[src/rtl/disjoint_set_union_find_assert.svh]
// ----------------------------------------------------------------------------
// Disjoint-set engine assertion macros
// Shared property wrappers for the engine's concurrent checks.
// ----------------------------------------------------------------------------
`ifndef DISJOINT_SET_UNION_FIND_ASSERT_SVH
`define DISJOINT_SET_UNION_FIND_ASSERT_SVH

// same-cycle implication, disabled during reset
`define DSU_ASSERT_IMP(name, clk, rst_n, ante, cons) \
    name: assert property (@(posedge clk) disable iff (!rst_n) (ante) |-> (cons)) \
        else $error("dsu assertion failed");

// next-cycle implication, disabled during reset
`define DSU_ASSERT_NEXT(name, clk, rst_n, ante, cons) \
    name: assert property (@(posedge clk) disable iff (!rst_n) (ante) |=> (cons)) \
        else $error("dsu assertion failed");

`endif

[src/rtl/dsu_pkg.sv]
// ----------------------------------------------------------------------------
// dsu_pkg
// Types and constants shared by the disjoint-set engine modules.
// ----------------------------------------------------------------------------
package dsu_pkg;

    localparam int ELEM_W = 10;   // element index field width
    localparam int SIZE_W = 11;   // set size width
    localparam int CFG_W  = 11;   // elements_in_use register width
    localparam logic [CFG_W-1:0] CFG_RESET = 11'd1024;

    localparam int IN_DATA_W  = 24;
    localparam int OUT_DATA_W = 40;

    typedef enum logic [6:0] {
        ST_CLEAR   = 7'b0000001,
        ST_IDLE    = 7'b0000010,
        ST_FIND    = 7'b0000100,
        ST_COMP    = 7'b0001000,
        ST_LINK_LO = 7'b0010000,
        ST_LINK_HI = 7'b0100000,
        ST_RESP    = 7'b1000000
    } dsu_state_t;

    typedef struct packed {
        logic              bad_index;
        logic [SIZE_W-1:0] group_size;
        logic              merged;
        logic              same_set;
        logic [ELEM_W-1:0] second_root;
        logic [ELEM_W-1:0] first_root;
    } dsu_res_t;

endpackage

[src/rtl/dsu_ctrl.sv]
// ----------------------------------------------------------------------------
// dsu_ctrl
// Sequencer: clearing pass, root walks with path compression, size-based link.
// ----------------------------------------------------------------------------
`include "disjoint_set_union_find_assert.svh"

module dsu_ctrl
    import dsu_pkg::*;
#(
    parameter int MAX_ELEMS = 1024,
    parameter int IDX_W     = 10
) (
    input  logic                    clk,
    input  logic                    rst_n,
    input  logic                    in_valid,
    output logic                    in_ready,
    input  logic                    action,
    input  logic [ELEM_W-1:0]       first_elem,
    input  logic [ELEM_W-1:0]       second_elem,
    input  logic [CFG_W-1:0]        elements_in_use,
    output logic                    res_valid,
    input  logic                    slot_free,
    output dsu_res_t                res,
    output logic                    wr_en,
    output logic [IDX_W-1:0]        wr_addr,
    output logic [SIZE_W+IDX_W-1:0] wr_data,
    output logic [IDX_W-1:0]        rd_addr,
    input  logic [SIZE_W+IDX_W-1:0] rd_data
);

    localparam logic [IDX_W-1:0] LastIdx = IDX_W'(MAX_ELEMS - 1);

    dsu_state_t        state_reg, state_next;
    logic [IDX_W-1:0]  clr_reg, clr_next;

    logic              act_reg, act_next;
    logic              sel_b_reg, sel_b_next;
    logic              bad_reg, bad_next;
    logic              same_reg, same_next;
    logic              merged_reg, merged_next;
    logic [IDX_W-1:0]  a_reg, a_next;
    logic [IDX_W-1:0]  b_reg, b_next;
    logic [IDX_W-1:0]  cur_reg, cur_next;
    logic [IDX_W-1:0]  root_reg, root_next;
    logic [IDX_W-1:0]  ra_reg, ra_next;
    logic [IDX_W-1:0]  rb_reg, rb_next;
    logic [SIZE_W-1:0] sa_reg, sa_next;
    logic [SIZE_W-1:0] sb_reg, sb_next;
    logic [SIZE_W-1:0] gsize_reg, gsize_next;

    logic [IDX_W-1:0]  rd_parent;
    logic [SIZE_W-1:0] rd_size;
    logic [IDX_W-1:0]  start_elem;
    logic [31:0]       eff_count;
    logic              bad_in;
    logic              a_smaller;
    logic [IDX_W-1:0]  winner;
    logic [IDX_W-1:0]  loser;
    logic [SIZE_W-1:0] loser_size;

    assign rd_parent  = rd_data[IDX_W-1:0];
    assign rd_size    = rd_data[IDX_W +: SIZE_W];
    assign start_elem = sel_b_reg ? b_reg : a_reg;

    assign eff_count = (32'(elements_in_use) > 32'(MAX_ELEMS)) ? 32'(MAX_ELEMS)
                                                               : 32'(elements_in_use);
    assign bad_in    = (32'(first_elem) >= eff_count) || (32'(second_elem) >= eff_count);

    // equal sizes keep the first root on top
    assign a_smaller  = sa_reg < sb_reg;
    assign winner     = a_smaller ? rb_reg : ra_reg;
    assign loser      = a_smaller ? ra_reg : rb_reg;
    assign loser_size = a_smaller ? sa_reg : sb_reg;

    assign in_ready = (state_reg == ST_IDLE);

    always_comb
    begin
        state_next  = state_reg;
        clr_next    = clr_reg;
        act_next    = act_reg;
        sel_b_next  = sel_b_reg;
        bad_next    = bad_reg;
        same_next   = same_reg;
        merged_next = merged_reg;
        a_next      = a_reg;
        b_next      = b_reg;
        cur_next    = cur_reg;
        root_next   = root_reg;
        ra_next     = ra_reg;
        rb_next     = rb_reg;
        sa_next     = sa_reg;
        sb_next     = sb_reg;
        gsize_next  = gsize_reg;
        wr_en       = 1'b0;
        wr_addr     = cur_reg;
        wr_data     = '0;
        rd_addr     = cur_reg;
        res_valid   = 1'b0;

        unique case (state_reg)
            ST_CLEAR:
            begin
                wr_en   = 1'b1;
                wr_addr = clr_reg;
                wr_data = {SIZE_W'(1), clr_reg};
                if (clr_reg == LastIdx)
                begin
                    state_next = ST_IDLE;
                end
                else
                begin
                    clr_next = clr_reg + IDX_W'(1);
                end
            end
            ST_IDLE:
            begin
                if (in_valid)
                begin
                    act_next    = action;
                    a_next      = IDX_W'(first_elem);
                    b_next      = IDX_W'(second_elem);
                    bad_next    = bad_in;
                    same_next   = 1'b0;
                    merged_next = 1'b0;
                    sel_b_next  = 1'b0;
                    rd_addr     = IDX_W'(first_elem);
                    cur_next    = IDX_W'(first_elem);
                    state_next  = bad_in ? ST_RESP : ST_FIND;
                end
            end
            ST_FIND:
            begin
                if (rd_parent == cur_reg)
                begin
                    root_next = cur_reg;
                    if (sel_b_reg)
                    begin
                        sb_next = rd_size;
                    end
                    else
                    begin
                        sa_next = rd_size;
                    end
                    // second walk from the start relinks the path
                    rd_addr    = start_elem;
                    cur_next   = start_elem;
                    state_next = ST_COMP;
                end
                else
                begin
                    rd_addr  = rd_parent;
                    cur_next = rd_parent;
                end
            end
            ST_COMP:
            begin
                if (cur_reg == root_reg)
                begin
                    if (!sel_b_reg)
                    begin
                        ra_next    = root_reg;
                        sel_b_next = 1'b1;
                        rd_addr    = b_reg;
                        cur_next   = b_reg;
                        state_next = ST_FIND;
                    end
                    else
                    begin
                        rb_next    = root_reg;
                        same_next  = (ra_reg == root_reg);
                        gsize_next = sa_reg;
                        state_next = (act_reg && (ra_reg != root_reg)) ? ST_LINK_LO : ST_RESP;
                    end
                end
                else
                begin
                    // write current node, read its old parent: never the same entry
                    wr_en    = 1'b1;
                    wr_addr  = cur_reg;
                    wr_data  = {rd_size, root_reg};
                    rd_addr  = rd_parent;
                    cur_next = rd_parent;
                end
            end
            ST_LINK_LO:
            begin
                wr_en       = 1'b1;
                wr_addr     = loser;
                wr_data     = {loser_size, winner};
                rd_addr     = winner;
                cur_next    = loser;
                ra_next     = winner;
                gsize_next  = sa_reg + sb_reg;
                merged_next = 1'b1;
                state_next  = ST_LINK_HI;
            end
            ST_LINK_HI:
            begin
                wr_en      = 1'b1;
                wr_addr    = ra_reg;
                wr_data    = {gsize_reg, ra_reg};
                rd_addr    = cur_reg;
                state_next = ST_RESP;
            end
            ST_RESP:
            begin
                if (slot_free)
                begin
                    res_valid  = 1'b1;
                    state_next = ST_IDLE;
                end
            end
            default:
            begin
                state_next = ST_IDLE;
            end
        endcase
    end

    always_comb
    begin
        res = '0;
        if (bad_reg)
        begin
            res.bad_index = 1'b1;
        end
        else
        begin
            res.first_root  = ELEM_W'(ra_reg);
            res.second_root = ELEM_W'(rb_reg);
            res.same_set    = same_reg;
            res.merged      = merged_reg;
            res.group_size  = gsize_reg;
        end
    end

    always_ff @(posedge clk or negedge rst_n)
    begin
        if (!rst_n)
        begin
            state_reg <= ST_CLEAR;
            clr_reg   <= '0;
        end
        else
        begin
            state_reg <= state_next;
            clr_reg   <= clr_next;
        end
    end

    always_ff @(posedge clk)
    begin
        act_reg    <= act_next;
        sel_b_reg  <= sel_b_next;
        bad_reg    <= bad_next;
        same_reg   <= same_next;
        merged_reg <= merged_next;
        a_reg      <= a_next;
        b_reg      <= b_next;
        cur_reg    <= cur_next;
        root_reg   <= root_next;
        ra_reg     <= ra_next;
        rb_reg     <= rb_next;
        sa_reg     <= sa_next;
        sb_reg     <= sb_next;
        gsize_reg  <= gsize_next;
    end

    `DSU_ASSERT_IMP(a_no_rw_collision, clk, rst_n, wr_en && (state_reg != ST_CLEAR), wr_addr != rd_addr)
    `DSU_ASSERT_IMP(a_res_has_slot, clk, rst_n, res_valid, slot_free)
    `DSU_ASSERT_IMP(a_merge_distinct, clk, rst_n, res_valid && res.merged, !res.same_set && (res.group_size >= SIZE_W'(2)))
    `DSU_ASSERT_IMP(a_bad_is_empty, clk, rst_n, res_valid && res.bad_index, (res.group_size == '0) && !res.merged)
    `DSU_ASSERT_NEXT(a_accept_leaves_idle, clk, rst_n, in_valid && in_ready, state_reg != ST_IDLE)

endmodule
[config.mk]
export PLATFORM = sky130hd
export DESIGN_NAME = dsu_ctrl
export DESIGN_NICKNAME = d
export VERILOG_FILES = /design/src/rtl/dsu_pkg.sv /design/src/rtl/dsu_ctrl.sv
export VERILOG_INCLUDE_DIRS = /design/src /design/src/rtl
export SDC_FILE = /design/constraint.sdc
export NUM_CORES = 1
export LEC_CHECK = 0
export BUFFER_PORTS_ARGS = -buffer_cell sky130_fd_sc_hd__buf_2
export CORE_ASPECT_RATIO = 1.5
export CORE_MARGIN = 4
export CORE_UTILIZATION = 39
export CTS_CLUSTER_SIZE = 28
export DETAILED_ROUTE_END_ITERATION = 8
export PLACE_DENSITY = 0.69
export REMOVE_ABC_BUFFERS = 1
export SETUP_SLACK_MARGIN = 0.5
export SYNTH_ARGS = -nofsm -noshare
export SYNTH_HDL_FRONTEND = slang
export SYNTH_SLANG_ARGS = --single-unit
[constraint.sdc]
create_clock -name clk -period 3.5 [get_ports clk]
set_input_delay 0.175 -clock clk [delete_from_list [all_inputs] [get_ports clk]]
set_output_delay 0.175 -clock clk [all_outputs]
set_load 0.02 [all_outputs]
==> qor.yml, run 1 <==
critical_path:
  crit_arrival_ps: 3020
  r2r_end: "cur_reg[9]"
  path_depth: 11
  r2r_cells: 13
  r2r_start: "sb_reg[1]"
  cp.buffers_inverters: 3
  crit_path_max_incr_delay_ps: 430
  critPathSlowestCell: "a211o_4"
  crit_fanout: 6
  cp.required_ps: 3320
  startpoint_type: "register"
  ff2ff_setup_slack_ps: 590
  critical_path_class: "register to output port"
  crit_end: "rd_addr[3]"
  path_cells: "inv_2 -> ha_4 -> nor2b_4 -> o21a_1 -> o211ai_1 -> a221oi_2 -> buf_4 -> a211o_4 -> mux2i_4 -> o32a_1 -> buf_6"
  cp-startpoint: "sb_reg[1]"
  crit_path_end_kind: "output port"
  critPathTopFamily: "compound AO/OA/AOI/OAI gates"
timing:
  worst_pin_slew_ps: 1200
  setup_viol: 0
  fin_crit_ps: 3200
  final-hold-violation-count: 0
  skew_ps: 13.2
  drv_slew: 0
  final.period_utilization_pct: 91.3
  rsz0062_at_grt: "yes"
  whs_ps: 22.8
  slew_headroom_pct: 19.8
  max_freq_mhz: 313
die:
  rows: 62
  die_area_um2: 22000
  die_h_um: 180
  initial_core_util_pct: 39.8
  ios: 135
  die-width_um: 122
  core_um2: 19200
synth:
  synth_seq_cells: 115
  synth_ff_type: "edfxtp_1"
  syn_inst: 738
  syn_avg_cell_area_um2: 10.4
  yosysSeqAreaShare_pct: 44.0
  yosys_warnings: 0
  synth_enable_flop_cells: 98
  async_flop_share_pct: 14.8
  synth.distinct_cells: 56
  syn_area_um2: 7670
global_route:
  track_usage_pct: 21.0
  grt_start_max_net_pins: 47
  grt_pass1_vias: 6677
  overflow: 0
  grt_pass1_wl_um: 35700
  antenna_found_initial: 0
layout:
  drive_gt1_share_pct: 26.0
  antenna_cells: 0
  fin_util_pct: 51.8
  syn_to_final_growth_pct: 30.0
  nets: 1009
route:
  wire_per_inst_um: 19.6
  dr.pass1.iters: 5
  routed_wl_um: 23100
  postRouteAntennaNets: 0
  first_iter_violations: 493
  via_count: 6580
  vias_per_cell: 5.59
  drc_errors: 0
cts:
  cts_tree: "built"
  clock_path_buffers: 2
  clock_sinks: 115
  cts_root_buf: "clkbuf_16"
  cts_buffers: 17
  path_clk_slew_ps: 60
  clk_latency_ps: 420
  htree_levels: 4
power:
  leakage_nw: 4.27
  ir_drop_uv: 373
  power_density_nw_per_um2: 574
placement:
  placement.io_buffers: 134
  place_congestion: 0.868
  hpwlAfterDp_um: 16700
flow_run:
  max-cap-violations: 0
status:
  status: "finished, final reports clean"
min_path:
  hold_path_class: "primary input to register"
-- timing repair --
item | CTS | global route
endpoints found under the hold margin | 58 | 0
hold buffers | 32 | 0
buffers inserted | 7 | 3
gates cloned | 3 | 0
gates resized for setup | 66 | 18
setup endpoints to repair | 41 | 42
pin swaps | 14 | 9
-- metal layers --
metal	GRT usage (%)	wire length (µm)	vias up
met5	0	0	-
met4	8.25	602	0
met3	4.37	1250	43
met2	37.9	12400	282
met1	23.8	8850	3198
li1	-	-	3057
-- layout by cell type (no fill, tap or decap), types with 4 or more instances in the layout --
master / count
buf_2: 110
edfxtp_1: 98
nand2_1: 65
nor2b_1: 52
nor2_1: 46
o21ai_0: 42
ha_1: 40
mux2i_1: 39
buf_4: 38
inv_1: 32
dlygate4sd3_1: 32
xor2_1: 31
a22oi_1: 20
a211o_1: 20
a21oi_1: 19
xnor2_1: 18
clkbuf_16: 17
dfrtp_1: 16
buf_6: 15
a21o_1: 14
nand2b_1: 11
o21ai_1: 11
o31a_1: 11
o32a_1: 10
o221ai_2: 9
mux2i_4: 8
nand4_1: 7
nand3_1: 6
and3_1: 6
nor4_1: 6
a211o_4: 4
mux2i_2: 4
or2_2: 4
bufinv_16: 4
clkinv_4: 4
clkinvlp_4: 4
-- area by class of cell --
type / instances / area [µm²]
Clock buffer: 17 / 425
Timing Repair Buffer: 196 / 1340
Inverter: 33 / 124
Tap cell: 256 / 320
Clock inverter: 15 / 206
Multi-Input combinational cell: 546 / 4180
Sequential cell: 115 / 3370
Fill cell: 1742 / 9270
-- how the worst min path moves through the flow --
stage | start | end | slack, ps | cells past startpoint
after floorplan | rst_n | clr_reg[0] | -120 | 0
after global placement | rst_n | state_reg[2] | 130 | 1
after detailed placement | rst_n | state_reg[2] | 130 | 1
after CTS | first_elem[8] | a_reg[8] | 0.5 | 1
after global routing | first_elem[8] | a_reg[8] | 3 | 1
final | first_elem[8] | a_reg[8] | 20 | 1
-- synthesized netlist by cell type (3+ instances only) --
library cell,instances,area share [%]
and3_1,6,0.49
nand2b_1,11,0.90
buf_6,3,0.44
or2_2,3,0.24
buf_1,3,0.15
nand3_1,6,0.39
o32a_1,10,1.3
a211o_1,21,2.4
a21o_1,14,1.4
clkbuf_1,31,1.5
and2_1,3,0.24
a22oi_1,20,2.0
o31a_1,11,1.3
a21oi_1,19,1.2
o221ai_2,9,1.8
o21ai_0,53,3.5
xnor2_1,18,2.1
edfxtp_1,98,38
nor2b_1,53,4.3
inv_1,33,1.6
nand4_1,7,0.57
buf_4,4,0.39
buf_2,6,0.39
nor2_1,47,2.3
o21bai_1,3,0.29
nor4_1,6,0.49
xor2_1,31,3.5
ha_1,42,6.9
nand2_1,65,3.2
mux2i_1,51,6.7
dfrtp_1,16,5.2
-- stage by stage --
stage | setup TNS, ps | cell area [µm²] | worst slack (ps) | cells | total power, W
3_5_place_dp | 0 | 8590 | 403 | 1101 | 0.00370
4_1_cts | 0 | 9850 | 247 | 1175 | 0.00569
5_1_grt | 0 | 9970 | 199 | 1178 | 0.00597
6_report | 0 | 9970 | 304 | 1178 | 0.00572
3_3_place_gp | 0 | 8590 | 467 | 1101 | 0.00369
2_1_floorplan | -1270 | 7440 | -127 | 691 | 0.00306
-- report_power, final --
part / total [W] / internal [W] / switching (W)
Combinational: 0.00190 / 0.000795 / 0.00110
Sequential: 0.00195 / 0.00172 / 0.000229
Clock: 0.00187 / 0.00120 / 0.000672
-- cells by family after synthesis --
group / count (synthesis) / synth area share [%]
and+or+nand+nor: 218 / 14.5
xor gates and xnor gates: 49 / 5.60
adders and majority gates: 43 / 7.12
AOI/OAI and AO/OA: 181 / 17.5
buffers and inverters: 80 / 4.50
muxes: 52 / 6.81
DFF: 115 / 44.0
Power figures use the tool's default switching activity.
==> run 2: changes to the inputs <==
--- a/config.mk
+++ b/config.mk
@@ -12,6 +12,7 @@
 export CORE_UTILIZATION = 39
 export CTS_CLUSTER_SIZE = 28
 export DETAILED_ROUTE_END_ITERATION = 8
+export GPL_TIMING_DRIVEN = 0
 export PLACE_DENSITY = 0.69
 export REMOVE_ABC_BUFFERS = 1
 export SETUP_SLACK_MARGIN = 0.5
==> constraint.sdc (replaced) <==
create_clock -name clk -period 3.5 [get_ports clk]
set_input_delay 0.175 -clock clk [delete_from_list [all_inputs] [get_ports clk]]
set_output_delay 0.175 -clock clk [all_outputs]
set_load 0.1 [all_outputs]
==> run 2 against run 1 <==
Effect of this change:
- global-route usage is 0.78 points lower
- sequential share of layout area is 1.6 points lower
- final area is 5.1% higher
- utilization is 2.7 points higher
- combinational power is 87% higher
- largest cell class unchanged
- first-iteration DRC count is 3.9% higher
- largest power group is now combinational cells
==> qor.yml, run 2 (synthesized netlist as in run 1, its figures left out) <==
layout:
  fin_util_pct: 54.5  # was 51.8%
  final_cell_mix: "edfxtp_1 (98), buf_2 (92), nand2_1 (65)"  # was buf_2 (110), edfxtp_1 (98), nand2_1 (65)
  nets: 1005  # was 1009
  fillers: 1632  # was 1742
  fin_cells: 1174  # was 1178
  antenna_cells: 0  # unchanged
  drive_gt1_share_pct: 27.5  # was 26.0%
  layout_commonest_cell: "edfxtp_1"  # was buf_2
  syn_to_final_growth_pct: 36.7  # was 30.0%
route:
  dr.pass1.iters: 6  # was 5
  vias_per_cell: 5.45  # was 5.59
  drc_errors: 0  # unchanged
  wire_per_inst_um: 18.9  # was 19.6 µm
  via_count: 6402  # was 6580
  first_iter_violations: 512  # was 493
  routed_wl_um: 22200  # was 23100 µm
  postRouteAntennaNets: 0  # unchanged
timing:
  drv_slew: 0  # unchanged
  skew_ps: 7.96  # was 13.2 ps
  slew_headroom_pct: 13.8  # was 19.8%
  setup_viol: 0  # unchanged
  fin_setup_tns_ps: 0  # unchanged
  rsz0062_at_grt: "yes"  # unchanged
  max_freq_mhz: 303  # was 313 MHz
  fin_crit_ps: 3300  # was 3200 ps
  final-hold-violation-count: 0  # unchanged
  final.period_utilization_pct: 94.2  # was 91.3%
  worst_pin_slew_ps: 1290  # was 1200 ps
placement:
  hpwlAfterDp_um: 15900  # was 16700 µm
  placement.io_buffers: 134  # unchanged
  dpl.cell_count: 1086  # was 1101
  place_congestion: 0.821  # was 0.868
cts:
  cts_root_buf: "clkbuf_16"  # unchanged
  clk_latency_ps: 420  # about the same
  clock_path_buffers: 2  # unchanged
  cts_tree: "built"  # unchanged
  clock_sinks: 115  # unchanged
  cts_buffers: 17  # unchanged
  path_clk_slew_ps: 60  # about the same
  htree_levels: 4  # unchanged
die:
  die-width_um: 122  # unchanged
  core_um2: 19200  # unchanged
  rows: 62  # unchanged
  initial_core_util_pct: 39.8  # unchanged
  ios: 135  # unchanged
  die_h_um: 180  # unchanged
  die_area_um2: 22000  # unchanged
power:
  intPower_w: 0.00410  # was 0.00371 W
  pwr-share-clk_pct: 26.6  # was 32.7%
  ir_drop_uv: 716  # was 373 µV
  p_total_w: 0.00753  # was 0.00572 W
  combPwrFrac_pct: 47.1  # was 33.2%
  power_density_nw_per_um2: 719  # was 574 nW/µm²
  swShare_pct: 45.5  # was 35.1%
  net-switching-power_w: 0.00343  # was 0.00201 W
  seqPwrFrac_pct: 26.3  # was 34.1%
  leakage_nw: 4.36  # was 4.27 nW
global_route:
  grt_pass1_wl_um: 34400  # was 35700 µm
  grt_pass1_vias: 6467  # was 6677
  grt_start_max_net_pins: 35  # was 47
  antenna_found_initial: 0  # unchanged
  overflow: 0  # unchanged
  track_usage_pct: 20.2  # was 21.0%
critical_path:
  critical_path_class: "register to output port"  # unchanged
  crit_path_end_kind: "output port"  # unchanged
  crit_arrival_ps: 3120  # was 3020 ps
  startpoint_type: "register"  # unchanged
  cp.required_ps: 3320  # about the same
  crit_fanout: 11  # was 6
flow_run:
  max-cap-violations: 0  # unchanged
status:
  status: "finished, final reports clean"  # unchanged
min_path:
  hold_path_class: "primary input to register"  # unchanged
## run 2: power groups by stage
stage	sequential (W)	clock [W]	combinational, W
global route	0.00201	0.00209	0.00370
CTS	0.00198	0.00203	0.00354
finish	0.00198	0.00200	0.00355
global placement	0.00199	0	0.00301
floorplan	0.00194	0	0.00251
detailed placement	0.00200	0	0.00303
## run 2: area by class of cell
cell class,instances,area [µm²],share of cell area (%)
multi-input cells,544,4260,40.6
flip-flops and latches,115,3370,32.2
repair buffers,194,1720,16.5
clock buffers,17,425,4.06
well taps,256,320,3.06
clock inverters,15,255,2.44
inverters,33,128,1.22
## run 2: layer usage
metal / global-route usage [%] / share of wire [%] / up-vias
met5: 0 / 0 / -
li1: - / - / 3041
met3: 4.75 / 5.7 / 41
met4: 7.62 / 3.0 / 0
met1: 22.9 / 38 / 3077
met2: 36.3 / 54 / 243
## run 2: final timing paths
check                                start           end  slack [ps]  depth (start not counted)
min in group asynchronous            rst_n  state_reg[2]         230                          2
max in group asynchronous            rst_n  state_reg[0]        2940                          2
worst min register to register  clr_reg[8]    clr_reg[8]         510                          1
worst min-delay path             slot_free  state_reg[1]         100                          3
worst max register to register   sb_reg[1]    cur_reg[9]         630                         12
worst max-delay path            cur_reg[9]    rd_addr[0]         200                          7
## run 2: critical path: stages, from the launching register on
cell	delay (ps)
edfxtp_1	530
xor2_1	220
nor4_4	470
nand3_1	210
or2_2	490
o221ai_1	310
o32a_1	250
buf_8	210
## run 2: timing repair
action                                  CTS  global route
endpoints found under the hold margin    59             0
endpoints found under the setup margin   84            73
gates resized for setup                 151            44
hold buffers                             33             0
setup buffers                            10            10
cloned                                    3             0
pin swaps                                24             9
## run 2: stage by stage
step	hold slack (ps)	setup WS [ps]	instance area (µm²)
CTS	99.0	224	10200
detailed placement	128	-170	8520
finish	104	202	10500
global placement	130	-1830	8440
global route	114	99.0	10500
floorplan	-121	-1260	7440
